**config.mk**
```make
export PLATFORM = sky130hd
export DESIGN_NAME = source_tokenizer
export DESIGN_NICKNAME = d
export VERILOG_FILES = /design/src/sv/stok_pkg.sv /design/src/sv/stok_front.sv /design/src/sv/stok_back.sv /design/src/sv/stok_outq.sv /design/src/sv/source_tokenizer.sv
export VERILOG_INCLUDE_DIRS = /design/src /design/src/sv
export SDC_FILE = /design/constraint.sdc
export NUM_CORES = 1
export LEC_CHECK = 0
export BUFFER_PORTS_ARGS = -buffer_cell sky130_fd_sc_hd__buf_4
export CAP_MARGIN = 20
export CORE_MARGIN = 5
export CORE_UTILIZATION = 42
export CTS_CLUSTER_DIAMETER = 30
export DETAILED_ROUTE_END_ITERATION = 12
export HOLD_SLACK_MARGIN = 0.05
export PLACE_DENSITY = 0.65
export SLEW_MARGIN = 10
export SYNTH_ARGS = -nofsm -noshare
export SYNTH_HDL_FRONTEND = slang
export SYNTH_SLANG_ARGS = --single-unit
```
**constraint.sdc**
```tcl
create_clock -name clk -period 22.2 [get_ports clk]
set_input_delay 1.11 -clock clk [delete_from_list [all_inputs] [get_ports clk]]
set_output_delay 1.11 -clock clk [all_outputs]
set_load 0.02 [all_outputs]
```
**src/sv/source_tokenizer_assert.svh**
```systemverilog
// Assertion macros shared by the tokenizer RTL
`ifndef SOURCE_TOKENIZER_ASSERT_SVH
`define SOURCE_TOKENIZER_ASSERT_SVH
`ifndef SYNTHESIS
// same-cycle implication, checked on every rising clk edge outside reset
`define STOK_ASSERT_IMP(lbl, ante, cons, msg) \
  lbl: assert property (@(posedge clk) disable iff (!rst_n) (ante) |-> (cons)) else $error(msg);
// next-cycle implication
`define STOK_ASSERT_NXT(lbl, ante, cons, msg) \
  lbl: assert property (@(posedge clk) disable iff (!rst_n) (ante) |=> (cons)) else $error(msg);
`else
`define STOK_ASSERT_IMP(lbl, ante, cons, msg)
`define STOK_ASSERT_NXT(lbl, ante, cons, msg)
`endif
`endif

```
**src/sv/stok_pkg.sv**
```systemverilog
// Shared types, codes, character classes and lookup tables of the tokenizer
package stok_pkg;

  // default sizes
  localparam int IDENT_PREFIX_LEN_DEF = 8;
  localparam int LINE_WIDTH_DEF       = 16;
  localparam int COL_WIDTH_DEF        = 12;
  localparam int LEN_WIDTH_DEF        = 16;
  localparam int OQ_DEPTH             = 4;
  localparam int KW_MAX_LEN           = 8;
  localparam int KW_COUNT             = 17;

  // token kinds used by name
  localparam logic [5:0] KIND_IDENT = 6'd0;
  localparam logic [5:0] KIND_INT   = 6'd1;
  localparam logic [5:0] KIND_FLOAT = 6'd2;
  localparam logic [5:0] KIND_DIV   = 6'd23;
  localparam logic [5:0] KIND_END   = 6'd51;

  // diagnostic codes
  localparam logic [1:0] DIAG_UNTERM_COMMENT = 2'd0;
  localparam logic [1:0] DIAG_HEX_NO_DIGITS  = 2'd1;
  localparam logic [1:0] DIAG_UNEXPECTED     = 2'd2;
  localparam logic [1:0] DIAG_NONE           = 2'd0;

  localparam logic [7:0] CH_ZERO = 8'h30;

  // keyword table, text right-aligned with the first character highest
  localparam logic [63:0] KW_TEXT [KW_COUNT] = '{
    "fn", "let", "global", "if", "else", "while", "for", "break", "continue",
    "return", "true", "false", "int", "long", "float", "bool", "void"};
  localparam logic [3:0] KW_LEN [KW_COUNT] = '{
    4'd2, 4'd3, 4'd6, 4'd2, 4'd4, 4'd5, 4'd3, 4'd5, 4'd8,
    4'd6, 4'd4, 4'd5, 4'd3, 4'd4, 4'd5, 4'd4, 4'd4};
  localparam logic [5:0] KW_KIND [KW_COUNT] = '{
    6'd3, 6'd4, 6'd5, 6'd6, 6'd7, 6'd8, 6'd9, 6'd10, 6'd11,
    6'd12, 6'd13, 6'd14, 6'd15, 6'd16, 6'd17, 6'd18, 6'd19};

  // classified source symbol
  typedef struct packed {
    logic [7:0] b;
    logic       is_end;
    logic       dig;
    logic       alpha;
    logic       under;
    logic       hexd;
    logic       ws;
    logic       nl;
    logic       star;
    logic       slash;
    logic       dot;
    logic       e_chr;
    logic       x_chr;
    logic       sign;
    logic       pair_a;
    logic       single_v;
    logic [5:0] single_k;
  } cls_t;

  // head of the front queue as seen by the lexer
  typedef struct packed {
    logic valid;
    cls_t cls;
  } fq_head_t;

  // single-character operator: {valid, kind}
  function automatic logic [6:0] single_kind(input logic [7:0] b);
    logic [6:0] r;
    r = '0;
    case (b)
      8'h2B: r = {1'b1, 6'd20};
      8'h2D: r = {1'b1, 6'd21};
      8'h2A: r = {1'b1, 6'd22};
      8'h2F: r = {1'b1, 6'd23};
      8'h25: r = {1'b1, 6'd24};
      8'h3D: r = {1'b1, 6'd25};
      8'h3C: r = {1'b1, 6'd28};
      8'h3E: r = {1'b1, 6'd30};
      8'h21: r = {1'b1, 6'd34};
      8'h26: r = {1'b1, 6'd35};
      8'h7C: r = {1'b1, 6'd36};
      8'h5E: r = {1'b1, 6'd37};
      8'h7E: r = {1'b1, 6'd38};
      8'h28: r = {1'b1, 6'd42};
      8'h29: r = {1'b1, 6'd43};
      8'h7B: r = {1'b1, 6'd44};
      8'h7D: r = {1'b1, 6'd45};
      8'h5B: r = {1'b1, 6'd46};
      8'h5D: r = {1'b1, 6'd47};
      8'h2C: r = {1'b1, 6'd48};
      8'h3B: r = {1'b1, 6'd49};
      8'h3A: r = {1'b1, 6'd50};
      default: r = '0;
    endcase
    return r;
  endfunction

  // two-character operator: {valid, kind}
  function automatic logic [6:0] pair_kind(input logic [7:0] a, input logic [7:0] b);
    logic [6:0] r;
    r = '0;
    case ({a, b})
      {8'h26, 8'h26}: r = {1'b1, 6'd32};
      {8'h7C, 8'h7C}: r = {1'b1, 6'd33};
      {8'h3D, 8'h3D}: r = {1'b1, 6'd26};
      {8'h21, 8'h3D}: r = {1'b1, 6'd27};
      {8'h3C, 8'h3D}: r = {1'b1, 6'd29};
      {8'h3E, 8'h3D}: r = {1'b1, 6'd31};
      {8'h3C, 8'h3C}: r = {1'b1, 6'd39};
      {8'h3E, 8'h3E}: r = {1'b1, 6'd40};
      {8'h2D, 8'h3E}: r = {1'b1, 6'd41};
      default: r = '0;
    endcase
    return r;
  endfunction

  // keyword lookup over the first eight identifier bytes (len <= 8)
  function automatic logic [5:0] kw_kind(input logic [63:0] p, input logic [3:0] len);
    logic [6:0]  sh;
    logic [63:0] key;
    logic [5:0]  k;
    sh  = {(4'd8 - len), 3'b000};
    key = p >> sh;
    k   = KIND_IDENT;
    for (int i = 0; i < KW_COUNT; i++) begin
      if (key == KW_TEXT[i] && len == KW_LEN[i]) k = KW_KIND[i];
    end
    return k;
  endfunction

  // byte classification; the end item carries no byte, so it matches nothing
  function automatic cls_t classify(input logic [7:0] b, input logic is_end);
    cls_t c;
    logic [6:0] s;
    c = '0;
    c.is_end = is_end;
    if (!is_end) begin
      s = single_kind(b);
      c.b     = b;
      c.dig   = b inside {[8'h30:8'h39]};
      c.alpha = b inside {[8'h41:8'h5A], [8'h61:8'h7A]};
      c.under = (b == 8'h5F);
      c.hexd  = b inside {[8'h30:8'h39], [8'h41:8'h46], [8'h61:8'h66]};
      c.ws    = b inside {8'h20, 8'h09, 8'h0D, 8'h0A};
      c.nl    = (b == 8'h0A);
      c.star  = (b == 8'h2A);
      c.slash = (b == 8'h2F);
      c.dot   = (b == 8'h2E);
      c.e_chr = b inside {8'h65, 8'h45};
      c.x_chr = b inside {8'h78, 8'h58};
      c.sign  = b inside {8'h2B, 8'h2D};
      c.pair_a = b inside {8'h26, 8'h7C, 8'h3D, 8'h21, 8'h3C, 8'h3E, 8'h2D};
      c.single_v = s[6];
      c.single_k = s[5:0];
    end
    return c;
  endfunction

endpackage

```
**src/sv/stok_front.sv**
```systemverilog
// Front end: accepts source items, classifies them and queues them for the lexer
module stok_front import stok_pkg::*; (
  input  logic       clk,
  input  logic       rst_n,
  input  logic       in_valid,
  output logic       in_stall,
  input  logic [7:0] in_char_byte,
  input  logic       in_end_marker,
  output fq_head_t   head,
  input  logic       pop
);

  cls_t       q_r [2];
  logic       wr_ptr_r, wr_ptr_nxt;
  logic       rd_ptr_r, rd_ptr_nxt;
  logic [1:0] cnt_r, cnt_nxt;
  logic       push, pop_ok;

  assign in_stall = (cnt_r == 2'd2);
  assign push     = in_valid && !in_stall;
  assign pop_ok   = pop && (cnt_r != 2'd0);

  // queue pointers
  always_comb begin
    wr_ptr_nxt = wr_ptr_r ^ push;
    rd_ptr_nxt = rd_ptr_r ^ pop_ok;
    cnt_nxt    = cnt_r + {1'b0, push} - {1'b0, pop_ok};
  end

  always_ff @(posedge clk) begin
    if (!rst_n) begin
      wr_ptr_r <= 1'b0;
      rd_ptr_r <= 1'b0;
      cnt_r    <= 2'd0;
    end else begin
      wr_ptr_r <= wr_ptr_nxt;
      rd_ptr_r <= rd_ptr_nxt;
      cnt_r    <= cnt_nxt;
    end
  end

  // classified payload
  always_ff @(posedge clk) begin
    if (push) q_r[wr_ptr_r] <= classify(in_char_byte, in_end_marker);
  end

  assign head.valid = (cnt_r != 2'd0);
  assign head.cls   = q_r[rd_ptr_r];

endmodule

```
**src/sv/stok_back.sv**
```systemverilog
// Back end: lexer state machine, lookahead replay and record staging
module stok_back import stok_pkg::*; #(
  parameter int IDENT_PREFIX_LEN = IDENT_PREFIX_LEN_DEF,
  parameter int LINE_WIDTH       = LINE_WIDTH_DEF,
  parameter int COL_WIDTH        = COL_WIDTH_DEF,
  parameter int LEN_WIDTH        = LEN_WIDTH_DEF,
  localparam int REC_W = 1 + 6 + 2 + LINE_WIDTH + COL_WIDTH + LEN_WIDTH + 1
) (
  input  logic             clk,
  input  logic             rst_n,
  input  fq_head_t         head,
  output logic             head_pop,
  input  logic             go,
  output logic             oq_push,
  output logic [REC_W-1:0] oq_data
);

  localparam int IW = $clog2(IDENT_PREFIX_LEN);
  localparam int LW = LINE_WIDTH;
  localparam int CW = COL_WIDTH;
  localparam int NW = LEN_WIDTH;

  typedef enum logic [15:0] {
    M_IDLE   = 16'h0001,
    M_SLASH  = 16'h0002,
    M_LINEC  = 16'h0004,
    M_BLOCKC = 16'h0008,
    M_IDENT  = 16'h0010,
    M_ZERO   = 16'h0020,
    M_HEX0   = 16'h0040,
    M_HEXBAD = 16'h0080,
    M_HEX    = 16'h0100,
    M_DEC    = 16'h0200,
    M_DOT    = 16'h0400,
    M_FRAC   = 16'h0800,
    M_E      = 16'h1000,
    M_ESIGN  = 16'h2000,
    M_EXP    = 16'h4000,
    M_OP     = 16'h8000
  } mode_t;

  typedef enum logic [1:0] {R_DONE, R_AGAIN, R_REPLAY} res_t;

  mode_t          mode_r, mode_nxt;
  cls_t           pend_r [2];
  logic [1:0]     pend_cnt_r, pend_cnt_nxt;
  logic [7:0]     prefix_r [IDENT_PREFIX_LEN];
  logic           overlong_r, overlong_nxt;
  logic           float_r, float_nxt;
  logic           star_r, star_nxt;
  logic [7:0]     opf_r, opf_nxt;
  logic [LW-1:0]  cur_line_r, cur_line_nxt, tok_line_r, tok_line_nxt;
  logic [CW-1:0]  cur_col_r, cur_col_nxt, tok_col_r, tok_col_nxt;
  logic [NW-1:0]  tok_len_r, tok_len_nxt;
  cls_t           rp_r [2];
  logic [1:0]     rp_left_r;
  logic           rp_sel_r;
  logic [REC_W-2:0] hold_r;
  logic           hold_v_r, hold_last_r;

  cls_t           c;
  logic           head_is_rp, step, main_done;
  res_t           res;
  logic           pfx_we, push_p;
  logic [IW-1:0]  pfx_idx;
  logic           rec_v, rec_diag;
  logic [5:0]     rec_kind;
  logic [1:0]     rec_code;
  logic [LW-1:0]  rec_line;
  logic [CW-1:0]  rec_col;
  logic [NW-1:0]  rec_len;
  logic [LW-1:0]  adv_line;
  logic [CW-1:0]  adv_col, pt_col;
  logic [NW-1:0]  len_inc, pt_len;
  logic [CW:0]    pt_col_sum;
  logic [NW:0]    pt_len_sum;
  logic [63:0]    kw_src;
  logic [5:0]     id_kind, num_kind;
  logic [6:0]     pk, sk;
  logic           push_hold, push_last;

  // current symbol: replayed lookahead first, then the queued item
  assign head_is_rp = (rp_left_r != 2'd0);
  assign c          = head_is_rp ? rp_r[rp_sel_r] : head.cls;
  assign step       = go && (head_is_rp || head.valid);
  assign main_done  = step && !head_is_rp && (res == R_DONE);
  assign head_pop   = main_done;

  // position bookkeeping
  always_comb begin
    adv_line = cur_line_r;
    adv_col  = cur_col_r;
    if (c.nl) begin
      if (cur_line_r != '1) adv_line = cur_line_r + 1'b1;
      adv_col = CW'(1);
    end else if (cur_col_r != '1) begin
      adv_col = cur_col_r + 1'b1;
    end
    len_inc    = (tok_len_r == '1) ? tok_len_r : tok_len_r + 1'b1;
    // held lookahead plus this digit: no newline among them
    pt_col_sum = {1'b0, cur_col_r} + (CW+1)'(pend_cnt_r) + (CW+1)'(1);
    pt_len_sum = {1'b0, tok_len_r} + (NW+1)'(pend_cnt_r) + (NW+1)'(1);
    pt_col     = pt_col_sum[CW] ? '1 : pt_col_sum[CW-1:0];
    pt_len     = pt_len_sum[NW] ? '1 : pt_len_sum[NW-1:0];
  end

  // keyword check on the stored identifier prefix
  always_comb begin
    for (int i = 0; i < KW_MAX_LEN; i++) kw_src[63-8*i -: 8] = prefix_r[i];
  end
  assign id_kind  = (!overlong_r && tok_len_r <= NW'(KW_MAX_LEN)) ?
                    kw_kind(kw_src, tok_len_r[3:0]) : KIND_IDENT;
  assign num_kind = float_r ? KIND_FLOAT : KIND_INT;
  assign pk       = pair_kind(opf_r, c.b);
  assign sk       = single_kind(opf_r);

  // lexer step
  always_comb begin
    mode_nxt     = mode_r;
    pend_cnt_nxt = pend_cnt_r;
    overlong_nxt = overlong_r;
    float_nxt    = float_r;
    star_nxt     = star_r;
    opf_nxt      = opf_r;
    cur_line_nxt = cur_line_r;
    cur_col_nxt  = cur_col_r;
    tok_line_nxt = tok_line_r;
    tok_col_nxt  = tok_col_r;
    tok_len_nxt  = tok_len_r;
    res      = R_DONE;
    pfx_we   = 1'b0;
    pfx_idx  = '0;
    push_p   = 1'b0;
    rec_v    = 1'b0;
    rec_diag = 1'b0;
    rec_kind = KIND_IDENT;
    rec_code = DIAG_NONE;
    rec_line = tok_line_r;
    rec_col  = tok_col_r;
    rec_len  = '0;
    case (mode_r)
      M_IDLE: begin
        if (c.is_end) begin
          rec_v = 1'b1; rec_kind = KIND_END;
          rec_line = cur_line_r; rec_col = cur_col_r;
          // new source starts from scratch
          pend_cnt_nxt = '0; overlong_nxt = 1'b0; float_nxt = 1'b0; star_nxt = 1'b0;
          cur_line_nxt = LW'(1); cur_col_nxt = CW'(1);
          tok_line_nxt = LW'(1); tok_col_nxt = CW'(1); tok_len_nxt = '0;
        end else if (c.ws) begin
          cur_line_nxt = adv_line; cur_col_nxt = adv_col;
        end else begin
          tok_line_nxt = cur_line_r; tok_col_nxt = cur_col_r; tok_len_nxt = '0;
          cur_line_nxt = adv_line; cur_col_nxt = adv_col;
          if (c.dig) begin
            float_nxt = 1'b0; pend_cnt_nxt = '0; tok_len_nxt = NW'(1);
            mode_nxt = (c.b == CH_ZERO) ? M_ZERO : M_DEC;
          end else if (c.alpha || c.under) begin
            overlong_nxt = 1'b0; pfx_we = 1'b1; tok_len_nxt = NW'(1);
            mode_nxt = M_IDENT;
          end else if (c.slash) begin
            tok_len_nxt = NW'(1); mode_nxt = M_SLASH;
          end else if (c.pair_a) begin
            opf_nxt = c.b; tok_len_nxt = NW'(1); mode_nxt = M_OP;
          end else if (c.single_v) begin
            tok_len_nxt = NW'(1);
            rec_v = 1'b1; rec_kind = c.single_k;
            rec_line = cur_line_r; rec_col = cur_col_r; rec_len = NW'(1);
          end else begin
            rec_v = 1'b1; rec_diag = 1'b1; rec_code = DIAG_UNEXPECTED;
            rec_line = cur_line_r; rec_col = cur_col_r;
          end
        end
      end
      M_SLASH: begin
        if (c.slash) begin
          cur_line_nxt = adv_line; cur_col_nxt = adv_col; mode_nxt = M_LINEC;
        end else if (c.star) begin
          cur_line_nxt = adv_line; cur_col_nxt = adv_col;
          star_nxt = 1'b0; mode_nxt = M_BLOCKC;
        end else begin
          rec_v = 1'b1; rec_kind = KIND_DIV; rec_len = NW'(1);
          mode_nxt = M_IDLE; res = R_AGAIN;
        end
      end
      M_LINEC: begin
        if (c.is_end || c.nl) begin
          mode_nxt = M_IDLE; res = R_AGAIN;
        end else begin
          cur_line_nxt = adv_line; cur_col_nxt = adv_col;
        end
      end
      M_BLOCKC: begin
        if (c.is_end) begin
          rec_v = 1'b1; rec_diag = 1'b1; rec_code = DIAG_UNTERM_COMMENT;
          mode_nxt = M_IDLE; res = R_AGAIN;
        end else begin
          if (star_r && c.slash) begin
            star_nxt = 1'b0; mode_nxt = M_IDLE;
          end else begin
            star_nxt = c.star;
          end
          cur_line_nxt = adv_line; cur_col_nxt = adv_col;
        end
      end
      M_IDENT: begin
        if (c.alpha || c.dig || c.under) begin
          if (tok_len_r < NW'(IDENT_PREFIX_LEN)) begin
            pfx_we = 1'b1; pfx_idx = tok_len_r[IW-1:0];
          end else begin
            overlong_nxt = 1'b1;
          end
          cur_line_nxt = adv_line; cur_col_nxt = adv_col; tok_len_nxt = len_inc;
        end else begin
          rec_v = 1'b1; rec_kind = id_kind; rec_len = tok_len_r;
          mode_nxt = M_IDLE; res = R_AGAIN;
        end
      end
      M_ZERO: begin
        if (c.x_chr) begin
          cur_line_nxt = adv_line; cur_col_nxt = adv_col; tok_len_nxt = len_inc;
          mode_nxt = M_HEX0;
        end else begin
          mode_nxt = M_DEC; res = R_AGAIN;
        end
      end
      M_HEX0: begin
        if (c.hexd) begin
          cur_line_nxt = adv_line; cur_col_nxt = adv_col; tok_len_nxt = len_inc;
          mode_nxt = M_HEX;
        end else begin
          // diagnostic now, the int token on the next step
          rec_v = 1'b1; rec_diag = 1'b1; rec_code = DIAG_HEX_NO_DIGITS;
          mode_nxt = M_HEXBAD; res = R_AGAIN;
        end
      end
      M_HEXBAD: begin
        rec_v = 1'b1; rec_kind = num_kind; rec_len = tok_len_r;
        mode_nxt = M_IDLE; res = R_AGAIN;
      end
      M_HEX: begin
        if (c.hexd || c.under) begin
          cur_line_nxt = adv_line; cur_col_nxt = adv_col; tok_len_nxt = len_inc;
        end else begin
          rec_v = 1'b1; rec_kind = num_kind; rec_len = tok_len_r;
          mode_nxt = M_IDLE; res = R_AGAIN;
        end
      end
      M_DEC, M_FRAC: begin
        if (c.dig || c.under) begin
          cur_line_nxt = adv_line; cur_col_nxt = adv_col; tok_len_nxt = len_inc;
        end else if (mode_r == M_DEC && c.dot) begin
          push_p = 1'b1; mode_nxt = M_DOT;
        end else if (c.e_chr) begin
          push_p = 1'b1; mode_nxt = M_E;
        end else begin
          rec_v = 1'b1; rec_kind = num_kind; rec_len = tok_len_r;
          mode_nxt = M_IDLE; res = R_AGAIN;
        end
      end
      M_DOT, M_E, M_ESIGN: begin
        if (mode_r == M_E && c.sign) begin
          push_p = 1'b1; mode_nxt = M_ESIGN;
        end else if (c.dig) begin
          // lookahead joins the literal
          cur_col_nxt = pt_col; tok_len_nxt = pt_len; pend_cnt_nxt = '0;
          float_nxt = 1'b1;
          mode_nxt = (mode_r == M_DOT) ? M_FRAC : M_EXP;
        end else begin
          rec_v = 1'b1; rec_kind = num_kind; rec_len = tok_len_r;
          pend_cnt_nxt = '0; mode_nxt = M_IDLE; res = R_REPLAY;
        end
      end
      M_EXP: begin
        if (c.dig) begin
          cur_line_nxt = adv_line; cur_col_nxt = adv_col; tok_len_nxt = len_inc;
        end else begin
          rec_v = 1'b1; rec_kind = num_kind; rec_len = tok_len_r;
          mode_nxt = M_IDLE; res = R_AGAIN;
        end
      end
      M_OP: begin
        if (pk[6]) begin
          cur_line_nxt = adv_line; cur_col_nxt = adv_col; tok_len_nxt = len_inc;
          rec_v = 1'b1; rec_kind = pk[5:0]; rec_len = NW'(2);
          mode_nxt = M_IDLE;
        end else begin
          rec_v = 1'b1; rec_kind = sk[6] ? sk[5:0] : KIND_IDENT; rec_len = NW'(1);
          mode_nxt = M_IDLE; res = R_AGAIN;
        end
      end
      default: begin
        mode_nxt = M_IDLE; res = R_AGAIN;
      end
    endcase
    if (push_p && pend_cnt_r != 2'd2) pend_cnt_nxt = pend_cnt_r + 1'b1;
  end

  // lexer state
  always_ff @(posedge clk) begin
    if (!rst_n) begin
      mode_r     <= M_IDLE;
      pend_cnt_r <= '0;
      overlong_r <= 1'b0;
      float_r    <= 1'b0;
      star_r     <= 1'b0;
      cur_line_r <= LW'(1);
      cur_col_r  <= CW'(1);
      tok_line_r <= LW'(1);
      tok_col_r  <= CW'(1);
      tok_len_r  <= '0;
      rp_left_r  <= '0;
      rp_sel_r   <= 1'b0;
    end else if (step) begin
      mode_r     <= mode_nxt;
      pend_cnt_r <= pend_cnt_nxt;
      overlong_r <= overlong_nxt;
      float_r    <= float_nxt;
      star_r     <= star_nxt;
      cur_line_r <= cur_line_nxt;
      cur_col_r  <= cur_col_nxt;
      tok_line_r <= tok_line_nxt;
      tok_col_r  <= tok_col_nxt;
      tok_len_r  <= tok_len_nxt;
      // replay sequencing
      if (head_is_rp) begin
        if (res == R_DONE) begin
          rp_left_r <= rp_left_r - 1'b1;
          rp_sel_r  <= ~rp_sel_r;
        end
      end else if (res == R_REPLAY) begin
        rp_left_r <= pend_cnt_r;
        rp_sel_r  <= 1'b0;
      end
    end
  end

  // payload storage: lookahead, replay copy, identifier prefix
  always_ff @(posedge clk) begin
    if (step) begin
      opf_r <= opf_nxt;
      if (push_p && pend_cnt_r != 2'd2) pend_r[pend_cnt_r[0]] <= c;
      if (pfx_we) prefix_r[pfx_idx] <= c.b;
      if (!head_is_rp && res == R_REPLAY) begin
        rp_r[0] <= pend_r[0];
        rp_r[1] <= pend_r[1];
      end
    end
  end

  // record staging: one record held back so the last of a run can be marked
  assign push_hold = go && hold_v_r && (hold_last_r || (step && rec_v) || main_done);
  assign push_last = hold_last_r || (main_done && !rec_v);
  assign oq_push   = push_hold;
  assign oq_data   = {hold_r, push_last};

  always_ff @(posedge clk) begin
    if (!rst_n) begin
      hold_v_r    <= 1'b0;
      hold_last_r <= 1'b0;
    end else if (step && rec_v) begin
      hold_v_r    <= 1'b1;
      hold_last_r <= main_done;
    end else if (push_hold) begin
      hold_v_r    <= 1'b0;
      hold_last_r <= 1'b0;
    end
  end

  always_ff @(posedge clk) begin
    if (step && rec_v) begin
      hold_r <= {rec_diag, rec_kind, rec_code, rec_line, rec_col, rec_len};
    end
  end

endmodule

```
**src/sv/stok_outq.sv**
```systemverilog
// Output record queue absorbing bursts of several records per input
module stok_outq import stok_pkg::*; #(
  parameter int W     = 54,
  parameter int DEPTH = OQ_DEPTH
) (
  input  logic         clk,
  input  logic         rst_n,
  input  logic         push,
  input  logic [W-1:0] din,
  output logic         full,
  output logic         out_valid,
  input  logic         out_stall,
  output logic [W-1:0] dout
);

  localparam int PW = (DEPTH > 1) ? $clog2(DEPTH) : 1;
  localparam int CNW = $clog2(DEPTH + 1);

  logic [W-1:0]   mem_r [DEPTH];
  logic [PW-1:0]  wr_ptr_r, wr_ptr_nxt, rd_ptr_r, rd_ptr_nxt;
  logic [CNW-1:0] cnt_r, cnt_nxt;
  logic           do_push, do_pop;

  assign full      = (cnt_r == CNW'(DEPTH));
  assign out_valid = (cnt_r != '0);
  assign dout      = mem_r[rd_ptr_r];
  assign do_push   = push && !full;
  assign do_pop    = out_valid && !out_stall;

  // pointer wrap at the depth
  always_comb begin
    wr_ptr_nxt = wr_ptr_r;
    rd_ptr_nxt = rd_ptr_r;
    if (do_push) wr_ptr_nxt = (wr_ptr_r == PW'(DEPTH - 1)) ? '0 : wr_ptr_r + 1'b1;
    if (do_pop)  rd_ptr_nxt = (rd_ptr_r == PW'(DEPTH - 1)) ? '0 : rd_ptr_r + 1'b1;
    cnt_nxt = cnt_r + CNW'(do_push) - CNW'(do_pop);
  end

  always_ff @(posedge clk) begin
    if (!rst_n) begin
      wr_ptr_r <= '0;
      rd_ptr_r <= '0;
      cnt_r    <= '0;
    end else begin
      wr_ptr_r <= wr_ptr_nxt;
      rd_ptr_r <= rd_ptr_nxt;
      cnt_r    <= cnt_nxt;
    end
  end

  always_ff @(posedge clk) begin
    if (do_push) mem_r[wr_ptr_r] <= din;
  end

endmodule

```
**src/sv/source_tokenizer.sv**
```systemverilog
// Top level of the streaming source tokenizer
//
//  channel  direction  handshake          payload
//  in_      input      in_valid/in_stall   char_byte, end_marker
//  out_     output     out_valid/out_stall is_diagnostic, token_kind, diag_code,
//                                          start_line, start_col, tok_length, last_of_run
//
// One lexer step per cycle while the record queue is not full and a symbol waits.
// A skipped or extending byte is consumed; a byte that ends a token is lexed again
// after the token record, after a lone 0 via the decimal state and after a hex
// prefix with no digits after its diagnostic and int token; a number that gives
// back lookahead replays the held bytes first. Records pass a staging register.
// Reset (rst_n low, synchronous) empties both queues; ready the cycle after. A stall
// on out_ fills the four-entry record queue, the lexer, then the front queue and in_stall.
`include "source_tokenizer_assert.svh"
module source_tokenizer import stok_pkg::*; #(
  parameter int IDENT_PREFIX_LEN = IDENT_PREFIX_LEN_DEF,
  parameter int LINE_WIDTH       = LINE_WIDTH_DEF,
  parameter int COL_WIDTH        = COL_WIDTH_DEF,
  parameter int LEN_WIDTH        = LEN_WIDTH_DEF
) (
  input  logic                  clk,
  input  logic                  rst_n,
  input  logic                  in_valid,
  output logic                  in_stall,
  input  logic [7:0]            in_char_byte,
  input  logic                  in_end_marker,
  output logic                  out_valid,
  input  logic                  out_stall,
  output logic                  out_is_diagnostic,
  output logic [5:0]            out_token_kind,
  output logic [1:0]            out_diag_code,
  output logic [LINE_WIDTH-1:0] out_start_line,
  output logic [COL_WIDTH-1:0]  out_start_col,
  output logic [LEN_WIDTH-1:0]  out_tok_length,
  output logic                  out_last_of_run
);

  localparam int REC_W = 1 + 6 + 2 + LINE_WIDTH + COL_WIDTH + LEN_WIDTH + 1;

  fq_head_t         fq_head;
  logic             fq_pop;
  logic             oq_full, oq_push;
  logic [REC_W-1:0] oq_din, oq_dout;

  // classify and queue
  stok_front u_front (
    .clk           (clk),
    .rst_n         (rst_n),
    .in_valid      (in_valid),
    .in_stall      (in_stall),
    .in_char_byte  (in_char_byte),
    .in_end_marker (in_end_marker),
    .head          (fq_head),
    .pop           (fq_pop)
  );

  // lexer
  stok_back #(
    .IDENT_PREFIX_LEN (IDENT_PREFIX_LEN),
    .LINE_WIDTH       (LINE_WIDTH),
    .COL_WIDTH        (COL_WIDTH),
    .LEN_WIDTH        (LEN_WIDTH)
  ) u_back (
    .clk      (clk),
    .rst_n    (rst_n),
    .head     (fq_head),
    .head_pop (fq_pop),
    .go       (!oq_full),
    .oq_push  (oq_push),
    .oq_data  (oq_din)
  );

  // record queue
  stok_outq #(
    .W     (REC_W),
    .DEPTH (OQ_DEPTH)
  ) u_outq (
    .clk       (clk),
    .rst_n     (rst_n),
    .push      (oq_push),
    .din       (oq_din),
    .full      (oq_full),
    .out_valid (out_valid),
    .out_stall (out_stall),
    .dout      (oq_dout)
  );

  assign {out_is_diagnostic, out_token_kind, out_diag_code, out_start_line,
          out_start_col, out_tok_length, out_last_of_run} = oq_dout;

  // checks
  `STOK_ASSERT_IMP(a_diag_fields, out_valid && out_is_diagnostic, out_token_kind == KIND_IDENT && out_tok_length == '0, "diagnostic record carries token fields")
  `STOK_ASSERT_IMP(a_end_last, out_valid && !out_is_diagnostic && out_token_kind == KIND_END, out_last_of_run, "end token not last of its run")
  `STOK_ASSERT_IMP(a_no_overflow, oq_full, !oq_push, "record pushed into full queue")
  `STOK_ASSERT_NXT(a_fq_hold, in_stall && !fq_pop, in_stall, "front queue lost an entry without a pop")

endmodule

```
; ---- Word level (Yosys, flattened, before mapping)
; Memories as Yosys holds them, arrays and structs flattened. A register that Yosys moved wholly into a read port is not among the register bits.
; Index checks and enable logic that the tools add are counted.
[totals]
elab_cells = 573
ram_bits = 454
in_bits = 13
output_inout_bits = 56
memories = 5
mem_bits_ro = 0
latch_bits = 0
regBits = 170
[op_classes]
div_mod_pow = 0
add_sub_neg = 16
muxes = 276
shifts = 1
reduce_logical = 89
magnitude_cmp = 10
n_eq_ne = 146
multipliers = 0
n_bitwise = 8
[mem_list]
columns = name, depth, width, rd, rd_clocked_by_memory_dff, write_ports, line
row1 = u_outq.mem_r, 4, 54, 1, 1, 1, stok_outq.sv:19  ; logic [W-1:0] mem_r [DEPTH];
row2 = u_back.prefix_r, 8, 8, 8, 0, 1, stok_back.sv:47  ; logic [7:0] prefix_r [IDENT_PREFIX_LEN];
row3 = u_back.pend_r, 2, 29, 2, 0, 1, stok_back.sv:45  ; cls_t pend_r [2];
row4 = u_back.rp_r, 2, 29, 1, 1, 2, stok_back.sv:55  ; cls_t rp_r [2];
row5 = u_front.q_r, 2, 29, 1, 1, 1, stok_front.sv:13  ; cls_t q_r [2];
[ops]
columns = op, count
row1 = two-way mux 16 bit, 71
row2 = case mux 16 bit (11 select lines), 2
row3 = == test 64 x 31 -> 1 bit (second input constant), 5
row4 = two-way mux 12 bit, 26
row5 = case mux 7 bit (22 select lines), 2
row6 = case mux 16 bit (9 select lines), 2
row7 = == test 8 x 6 -> 1 bit (second input constant), 33
row8 = == test 64 x 39 -> 1 bit (second input constant), 4
row9 = == test 64 x 23 -> 1 bit (second input constant), 3
row10 = == test 8 x 7 -> 1 bit (second input constant), 19
row11 = == test 16 x 14 -> 1 bit (second input constant), 9
row12 = case mux 12 bit (12 select lines), 1
row13 = == test 64 x 15 -> 1 bit (second input constant), 2
row14 = == test 64 x 47 -> 1 bit (second input constant), 2
row15 = two-way mux 6 bit, 17
row16 = two-way mux 1 bit, 84
row17 = == test 64 x 63 -> 1 bit (second input constant), 1
row18 = right shift 64 x 7 -> 64 bit, 1
row19 = case mux 7 bit (9 select lines), 1
row20 = two-way mux 2 bit, 27
row21 = case mux 6 bit (9 select lines), 1
row22 = two-way mux 20 bit, 2
row23 = logical AND 1 bit, 39
row24 = two-way mux 4 bit, 9
row25 = other kinds (85), 183

; ---- Depth between registers and ports, before layout
; Gate-level depths: netlist of the first run.
[logic_depth]
word_depth = 24
depth_mapped = 21

; ---- Cells and area by module
; Synthesis of the first run repeated with hierarchy kept, for this count alone.
[unflattened]
cells_unflattened = 2411
area_unflattened_um2 = 30713.2
[by_module_without_submodules]
columns = module, cells_per_inst, area_per_inst_um2, instances
row1 = stok_back, 1829, 19229.7, 1
row2 = stok_outq, 333, 8356.8, 1
row3 = stok_front, 248, 3123.0, 1
row4 = source_tokenizer, 1, 3.8, 1

; ---- Worst setup path after synthesis of the first run
; OpenSTA, ideal clock, no wires.
[synth_path]
kind = reg-to-reg
startpoint = reg with a tool-made name
endpoint = mem u_outq.mem_r[0][0] (enable)
stages_incl_launch_ff = 15
required_time_ns = 21.783
path_buffers = 5
path_slack_ns = 15.191
arrival_ns = 6.591
synth_period_minus_slack_ns = 7.009
cell_sequence = dfxtp_1 > buf_2 > buf_2 > buf_2 > buf_2 > mux2i_1 > o21a_1 > inv_1 > or4_1 > a21oi_1 > or4b_4 > nor2b_1 > o311a_1 > buf_4 > and2_1
[synth_rtl]
columns = item, line
row1 = "end, declared", stok_outq.sv:19

; ---- Worst setup path in the final report of the first run
[layout_path]
startpoint = reg u_back.tok_len_r[0]
endpoint = reg u_back.hold_r[48], data pin
[layout_between]
elab_chain_cells = 23
[layout_lines]
columns = item, line
row1 = "start, declared", stok_back.sv:54  ; logic [NW-1:0] tok_len_r, tok_len_nxt;
row2 = "start signal, assigned", stok_back.sv:324  ; tok_len_r <= tok_len_nxt;
row3 = subtractor 4 bit, stok_pkg.sv:122  ; sh = {(4'd8 - len), 3'b000};
row4 = right shift 64 x 7 -> 64 bit, stok_pkg.sv:123  ; key = p >> sh;
row5 = == test 64 x 23 -> 1 bit, stok_pkg.sv:126  ; if (key == KW_TEXT[i] && len == KW_LEN[i]) k = KW_KIND[i];
row6 = logical AND 1 bit, stok_pkg.sv:126
row7 = two-way mux 3 bit (4 in a row), stok_pkg.sv:126
row8 = two-way mux 4 bit (8 in a row), stok_pkg.sv:126
row9 = two-way mux 5 bit (4 in a row), stok_pkg.sv:126
row10 = two-way mux 5 bit *, stok_back.sv:111  ; assign id_kind = (!overlong_r && tok_len_r <= NW'(KW_MAX_LEN)) ?
row11 = two-way mux 6 bit *, stok_back.sv:207  ; if (c.alpha || c.dig || c.under) begin
row12 = case mux 6 bit (9 select lines) *, stok_back.sv:141  ; case (mode_r)
row13 = named net u_back.rec_kind[2], stok_back.sv:67  ; logic [5:0] rec_kind;
row14 = "end signal, assigned", stok_back.sv:372  ; hold_r <= {rec_diag, rec_kind, rec_code, rec_line, rec_col, rec_len};
row15 = "end, declared", stok_back.sv:58  ; logic [REC_W-2:0] hold_r;
; The timed path passes the listed nets; every way through them passes the cells marked *.
; A chain may end at the register's enable or synchronous reset.

==> impl_metrics.env, run 1 <==
export IMPL_outcome="completed"
export IMPL_yosys_warnings=0
export IMPL_numCtsBuffers=107
export IMPL_ir_drop_v=0.0000863
export IMPL_post_synth_top_count_cell="edfxtp_1"
export IMPL_post_cts_buffers=0
export IMPL_yosysTopAreaCell="edfxtp_1"
export IMPL_period_minus_slack_ps=6300
export IMPL_finClkSkew_ps=63.0
export IMPL_max_slew_margin_rel=0.212
export IMPL_ant_nets=0
export IMPL_hold_slack_ps=396
export IMPL_route_met2_wl_um=38600
export IMPL_core_area_sq_um=72600
export IMPL_path_max_fanout=66
export IMPL_synth_top_area_frac=0.505
export IMPL_grt_remaining_overflow=0
export IMPL_highest_layer="met5"
export IMPL_power_density_nw_per_um2=120
export IMPL_start_util=0.422
export IMPL_wirelength_um=83300
export IMPL_antenna_found_initial=2
export IMPL_met1_length_um=36300
export IMPL_crit_buf_inv=3
export IMPL_grt_max_degree=79
export IMPL_cp_slowest_stage_delay_ps=940
export IMPL_crit_required_ps=22560
export IMPL_crit_family="simple AND/OR/NAND/NOR gates"
export IMPL_cts_tree="built"
export IMPL_post_drt_via_cell_ratio=6.02
export IMPL_cpMostUsedCell="inv_1"
export IMPL_cts_root_buf="clkbuf_16"
export IMPL_fill_cells=6364
export IMPL_synth_ff_type="edfxtp_1"
export IMPL_grtUsageTotal=0.208
export IMPL_ff_latch_area_sq_um=17700
export IMPL_worstMarginPinSlew_ps=1180
export IMPL_die_y_um=280
export IMPL_rsz0062_at_grt="no"
export IMPL_ctsHoldBuffers=0
export IMPL_synth_common_cells="edfxtp_1, nor2_1, nand2_1, a21oi_1, dfxtp_1"
export IMPL_period_share=0.284
export IMPL_drt_iter0_markers=2208
export IMPL_pre_cts_slack_ps=16170
export IMPL_layout_drive_gt1_share=0.183
export IMPL_finalSetupViolations=0
export IMPL_multi_input_area_sq_um=12000
export IMPL_syn_num_nets=2607
export IMPL_synth_distinct_cells=103
export IMPL_synth_edf_count=515
export IMPL_hold_viol=0
export IMPL_synth_avg_cell_area_sq_um=11.9
export IMPL_wl_per_cell_um=22.6
export IMPL_setup_tns_ps=0
export IMPL_ioPinCount=69
export IMPL_crit_type="reg -> reg"
export IMPL_clk_pin_slew_ps=50
export IMPL_synthTopCellsByArea="edfxtp_1, dfxtp_1, mux4_2"
export IMPL_syn_cell_area_sq_um=30600
export IMPL_grt_pass1_vias=21700
export IMPL_cts_buffer_depth=3
export IMPL_grt_pass1_wl_um=129000
export IMPL_critPathArrivalTime_ps=6660
export IMPL_leakage_nw=11.6
export IMPL_rows=99
export IMPL_hold_path_class="reg -> reg"
export IMPL_via_count=22100
export IMPL_dieArea_sq_um=78400
export IMPL_syn_to_final_growth_pct=17.1
export IMPL_worst_slack_ps=15900
export IMPL_maxCapViolations=0
export IMPL_nets=2662
export IMPL_die_width_um=280
export IMPL_ys_seq_area_frac=0.579
export IMPL_wl_met3_um=5880
export IMPL_async_flop_share=0
export IMPL_dp_hpwl_um=56500
export IMPL_fmax_mhz=159
export IMPL_io_buffer_count=68
export IMPL_post_cts_resized=0
export IMPL_slowest_stage="nor4b_1"
export IMPL_clock_latency_ps=680
export IMPL_clock_sinks=628
export IMPL_cts_max_level=3
export IMPL_finalMaxSlewViolations=0
export IMPL_ys_seq_elements=628
export IMPL_synthCells=2569
export IMPL_cp_start_kind="flop"
export IMPL_drc_errors=0
export IMPL_critical_path_cell_chain="inv_1 -> ha_2 -> buf_4 -> inv_1 -> a2bb2oi_1 -> nor4b_1 -> nand4_1 -> or4_1 -> a21oi_2 -> nor3_1 -> o41ai_1 -> o2111ai_1"
export IMPL_firstDrtPassIters=8
export IMPL_endpoint_kind="flop"
export IMPL_routabilityCongestion=0.944
export IMPL_power_total_mw=4.30
-- state kept, by name, summed over array words and instances (netlist names), 3 cells and up, named ones only --
signal,count
u_back.hold_r,53
u_back.cur_col_r,12
u_back.tok_col_r,12
u_back.tok_line_r,16
u_outq.cnt_r,3
u_back.mode_r,16
u_back.tok_len_r,16
u_outq.mem_r,216
u_back.prefix_r,64
u_front.q_r,58
u_back.cur_line_r,16
u_back.opf_r,8
u_back.pend_r,58
u_back.rp_r,58
-- worst register-to-register path, stage by stage (launching register included) --
cell       delay [ps]
dfxtp_4           720
inv_1             640
ha_2              720
buf_4             670
inv_1             510
a2bb2oi_1         390
nor4b_1           940
nand4_1           240
or4_1             640
a21oi_2           170
nor3_1             80
o41ai_1           120
o2111ai_1         190
-- final timing paths --
check	start	to	slack, ps	cells after the start
worst min-delay path	u_back.pend_r[1][22]	u_back.rp_r[1][22]	400	0
worst max register to register	u_back.tok_len_r[0]	u_back.hold_r[48]	15900	12
worst max-delay path	u_back.tok_len_r[0]	u_back.hold_r[48]	15900	12
worst min register to register	u_back.pend_r[1][22]	u_back.rp_r[1][22]	400	0
-- metrics by stage --
stage               utilization  cell area [sq um]  cells
global route              0.494              35900   3677
global placement          0.441              32000   3472
detailed placement        0.441              32000   3472
floorplan                     -              30600   2569
CTS                       0.494              35800   3675
finish                    0.494              35900   3678
-- area by class of cell --
class | instances | area share
Antenna cell | 1 | 0.0000698
Clock buffer | 125 | 0.0785
Clock inverter | 78 | 0.0288
Inverter | 57 | 0.00597
Multi-Input combinational cell | 1718 | 0.335
Sequential cell | 628 | 0.495
Tap cell | 959 | 0.0335
Timing Repair Buffer | 112 | 0.0234
-- report_power, final --
part / total, mW / internal [mW] / switching (mW) / leakage [nW]
clock: 1.69 / 1.08 / 0.605 / 1.85
sequential: 1.50 / 1.42 / 0.0747 / 5.59
combinational: 1.11 / 0.378 / 0.737 / 4.20
total: 4.30 / 2.88 / 1.42 / 11.6
-- placed cells by master (no fill, tap or decap), drive strengths merged, types with 29 or more instances in the layout --
| master | count |
|---|---|
| nand3 | 105 |
| edfxtp | 515 |
| nor3 | 91 |
| clkinv | 36 |
| nor4 | 48 |
| nand2b | 34 |
| mux2 | 56 |
| nand2 | 189 |
| and2 | 32 |
| nand4 | 51 |
| a211oi | 29 |
| a21oi | 153 |
| inv | 78 |
| clkbuf | 125 |
| buf | 112 |
| mux2i | 86 |
| dfxtp | 113 |
| nor2b | 40 |
| nor2 | 214 |
| o21ai | 86 |
| mux4 | 62 |
-- per-layer routing --
layer  vias to the layer above  track usage
met4                         2       0.0713
met5                         -            0
met1                     11000        0.296
met2                       915        0.326
met3                       164       0.0370
li1                      10100            -
-- cell families (layout without fill, tap and decap cells) --
logic type	after synthesis	count (layout)	synth area share
compound gates	478	478	0.104
fa+ha+maj	25	25	0.0110
other cells	0	1	0
buf+inv	223	372	0.0316
simple gates	972	972	0.169
xor+xnor	39	39	0.0112
mux	204	204	0.0945
flops	628	628	0.579
Note: power is estimated with default switching activity, not from simulation.
==> run 2: changes to the inputs <==
- ABC_AREA: default -> 1
- PLACE_DENSITY: 0.65 -> 0.67
- clock period: 22.2 -> 5.45 ns (I/O delays scaled with it)
==> run 2 against run 1 <==
Effect of this change: clock skew rose by 40 ps; utilization rose by 0.15 points; first-iteration DRC count fell by 2.1%; flip-flop and latch count did not move; sequential share of layout area fell by 0.58 points; die area rose by 1.6%.
==> impl_metrics.env, run 2 <==
export IMPL_finClkSkew_ps=103
export IMPL_crit_required_ps=5660
export IMPL_ant_nets=0
export IMPL_synthCells=3407
export IMPL_die_width_um=282
export IMPL_critPathArrivalTime_ps=4470
export IMPL_synth_ff_type="edfxtp_1"
export IMPL_die_y_um=282
export IMPL_diodes=0
export IMPL_antenna_found_initial=0
export IMPL_wirelength_um=80500
export IMPL_synth_edf_count=515
export IMPL_largestRegisters="u_outq.mem_r x216, u_back.prefix_r x64"
export IMPL_syn_to_final_growth_pct=16.6
export IMPL_final_cell_mix="nand2_1, edfxtp_1, nor2_1, inv_1, nand3_1"
export IMPL_maxCapViolations=0
export IMPL_rsz0062_at_grt="no"
export IMPL_cts_root_buf="clkbuf_16"
export IMPL_regMostFlops="u_outq.mem_r"
export IMPL_worstMarginPinSlew_ps=1110
export IMPL_slowest_stage="buf_4"
export IMPL_cp_slowest_stage_delay_ps=680
export IMPL_synth_common_cells="nand2_1, edfxtp_1, nor2_1, inv_1, nand3_1"
export IMPL_crit_family="buffers and inverters"
export IMPL_wl_per_cell_um=17.8
export IMPL_hold_viol=0
export IMPL_power_density_nw_per_um2=521
export IMPL_crit_type="reg -> reg"
export IMPL_place_area_sq_um=32400
export IMPL_fmax_mhz=235
export IMPL_path_max_fanout=54
export IMPL_largest_reg_flops=216
export IMPL_cts_tree="built"
export IMPL_start_util=0.425
export IMPL_post_drt_via_cell_ratio=5.39
export IMPL_grtUsageTotal=0.199
export IMPL_layout_drive_gt1_share=0.125
export IMPL_core_area_sq_um=73200
export IMPL_pre_cts_slack_ps=1290
export IMPL_fin_area_sq_um=36300
export IMPL_dp_hpwl_um=54000
export IMPL_via_count=24400
export IMPL_clk_pin_slew_ps=60
export IMPL_layout_commonest_cell="nand2_1"
export IMPL_ys_seq_area_frac=0.570
export IMPL_cpMostUsedCell="nor2_1"
export IMPL_crit_buf_inv=4
export IMPL_clock_latency_ps=690
export IMPL_outcome="completed"
export IMPL_grt_remaining_overflow=0
export IMPL_cp_start_kind="flop"
export IMPL_yosysTopAreaCell="edfxtp_1"
export IMPL_async_flop_share=0
export IMPL_ioPinCount=69
export IMPL_synth_top_area_frac=0.497
export IMPL_stdcell_count=4535
export IMPL_finalSetupViolations=0
export IMPL_grt_max_degree=110
export IMPL_cts_buffer_depth=3
export IMPL_post_synth_top_count_cell="nand2_1"
export IMPL_yosys_warnings=0
export IMPL_worst_slack_ps=1190
export IMPL_numCtsBuffers=109
export IMPL_post_cts_resized=0
export IMPL_dieArea_sq_um=79600
export IMPL_firstDrtPassIters=7
export IMPL_nets=3518
export IMPL_period_share=0.782
export IMPL_rows=99
export IMPL_syn_cell_area_sq_um=31100
export IMPL_setup_tns_ps=0
export IMPL_grt_pass1_wl_um=127000
export IMPL_ys_seq_elements=628
export IMPL_finalMaxSlewViolations=0
export IMPL_hold_path_class="in -> reg"
export IMPL_synth_avg_cell_area_sq_um=9.13
export IMPL_critical_path_cell_chain="buf_4 -> inv_2 -> o21ai_0 -> nand2_2 -> inv_2 -> nor2_1 -> nor2_1 -> nand2_1 -> nor2_1 -> nand2_1 -> nor2_2 -> nand4_2 -> nand2_2 -> nand2_4 -> nor2_4 -> buf_4"
export IMPL_leakage_nw=14.0
export IMPL_clock_sinks=628
export IMPL_drc_errors=0
export IMPL_max_slew_margin_rel=0.259
export IMPL_period_minus_slack_ps=4260
export IMPL_cts_max_level=3
export IMPL_grt_pass1_vias=23100
export IMPL_routabilityCongestion=0.947
export IMPL_final_core_util=0.495
export IMPL_drt_iter0_markers=2162
export IMPL_endpoint_kind="flop"
export IMPL_io_buffer_count=68
export IMPL_place_inst=4321
export IMPL_synthTopCellsByArea="edfxtp_1, nand2_1, dfxtp_1"
export IMPL_syn_num_nets=3445
export IMPL_ir_drop_v=0.000283
export IMPL_synth_distinct_cells=73
run 2: worst reg2reg max path: stages (launching register included):
cell and delay [ps]:
dfxtp_1 300, buf_4 300, inv_2 310, o21ai_0 280, nand2_2 190, inv_2 520, nor2_1 140, nor2_1 160
nand2_1 70, nor2_1 100, nand2_1 70, nor2_2 130, nand4_2 160, nand2_2 150, nand2_4 120, nor2_4 90
buf_4 680
run 2: path summary, 6_finish.rpt:
kind | start | endpoint | slack (ps) | cells past startpoint
hold reg to reg | u_back.pend_r[1][14] | u_back.rp_r[1][14] | 410 | 0
hold / removal | in_char_byte[2] | u_front.q_r[1][23] | 90 | 3
setup / recovery | flop | u_outq.mem_r[3][4] | 1190 | 16
setup reg to reg | flop | u_outq.mem_r[3][4] | 1190 | 16
run 2: report_power, final:
part / leakage (nW) / switching [mW] / internal [mW]
Combinational: 6.56 / 4.40 / 1.70
Clock: 1.84 / 2.54 / 4.23
Sequential: 5.58 / 0.371 / 5.65
Total: 14.0 / 7.32 / 11.6
run 2: final cells by class:
type,count,area [sq um]
clock inverters,78,910
fillers,6668,36900
well taps,959,1200
flip-flops and latches,628,17700
multi-input cells,2291,11400
repair buffers,105,858
inverters,345,1300
clock buffers,129,2920
run 2: cells by family (layout without fill, tap and decap cells):
logic type / Yosys count / after routing / share of synthesized area
and+or+nand+nor: 1708 / 1708 / 0.240
buffers and inverters: 488 / 657 / 0.0665
xor gates and xnor gates: 22 / 22 / 0.00620
DFF: 628 / 628 / 0.570
AOI/OAI and AO/OA: 508 / 508 / 0.0968
adders and majority gates: 25 / 25 / 0.0108
muxes: 28 / 28 / 0.0101
run 2: stage by stage:
stage	hold slack [ps]	total power [mW]
5_1_grt	83.0	19.9
3_5_place_dp	405	12.1
4_1_cts	50.3	18.9
6_report	86.9	18.9
3_3_place_gp	400	12.1
2_1_floorplan	371	10.3
run 2: repair_timing:
item | CTS | global route
hold buffers | 5 | 0
setup buffers | 0 | 0
endpoints found under the hold margin | 14 | 0
run 2: metal layers:
metal	GRT usage	vias up	routed length, um
met1	0.283	11600	36400
met3	0.0362	147	5500
met4	0.0638	0	2210
li1	-	11900	-
met2	0.311	845	36400
met5	0	-	0
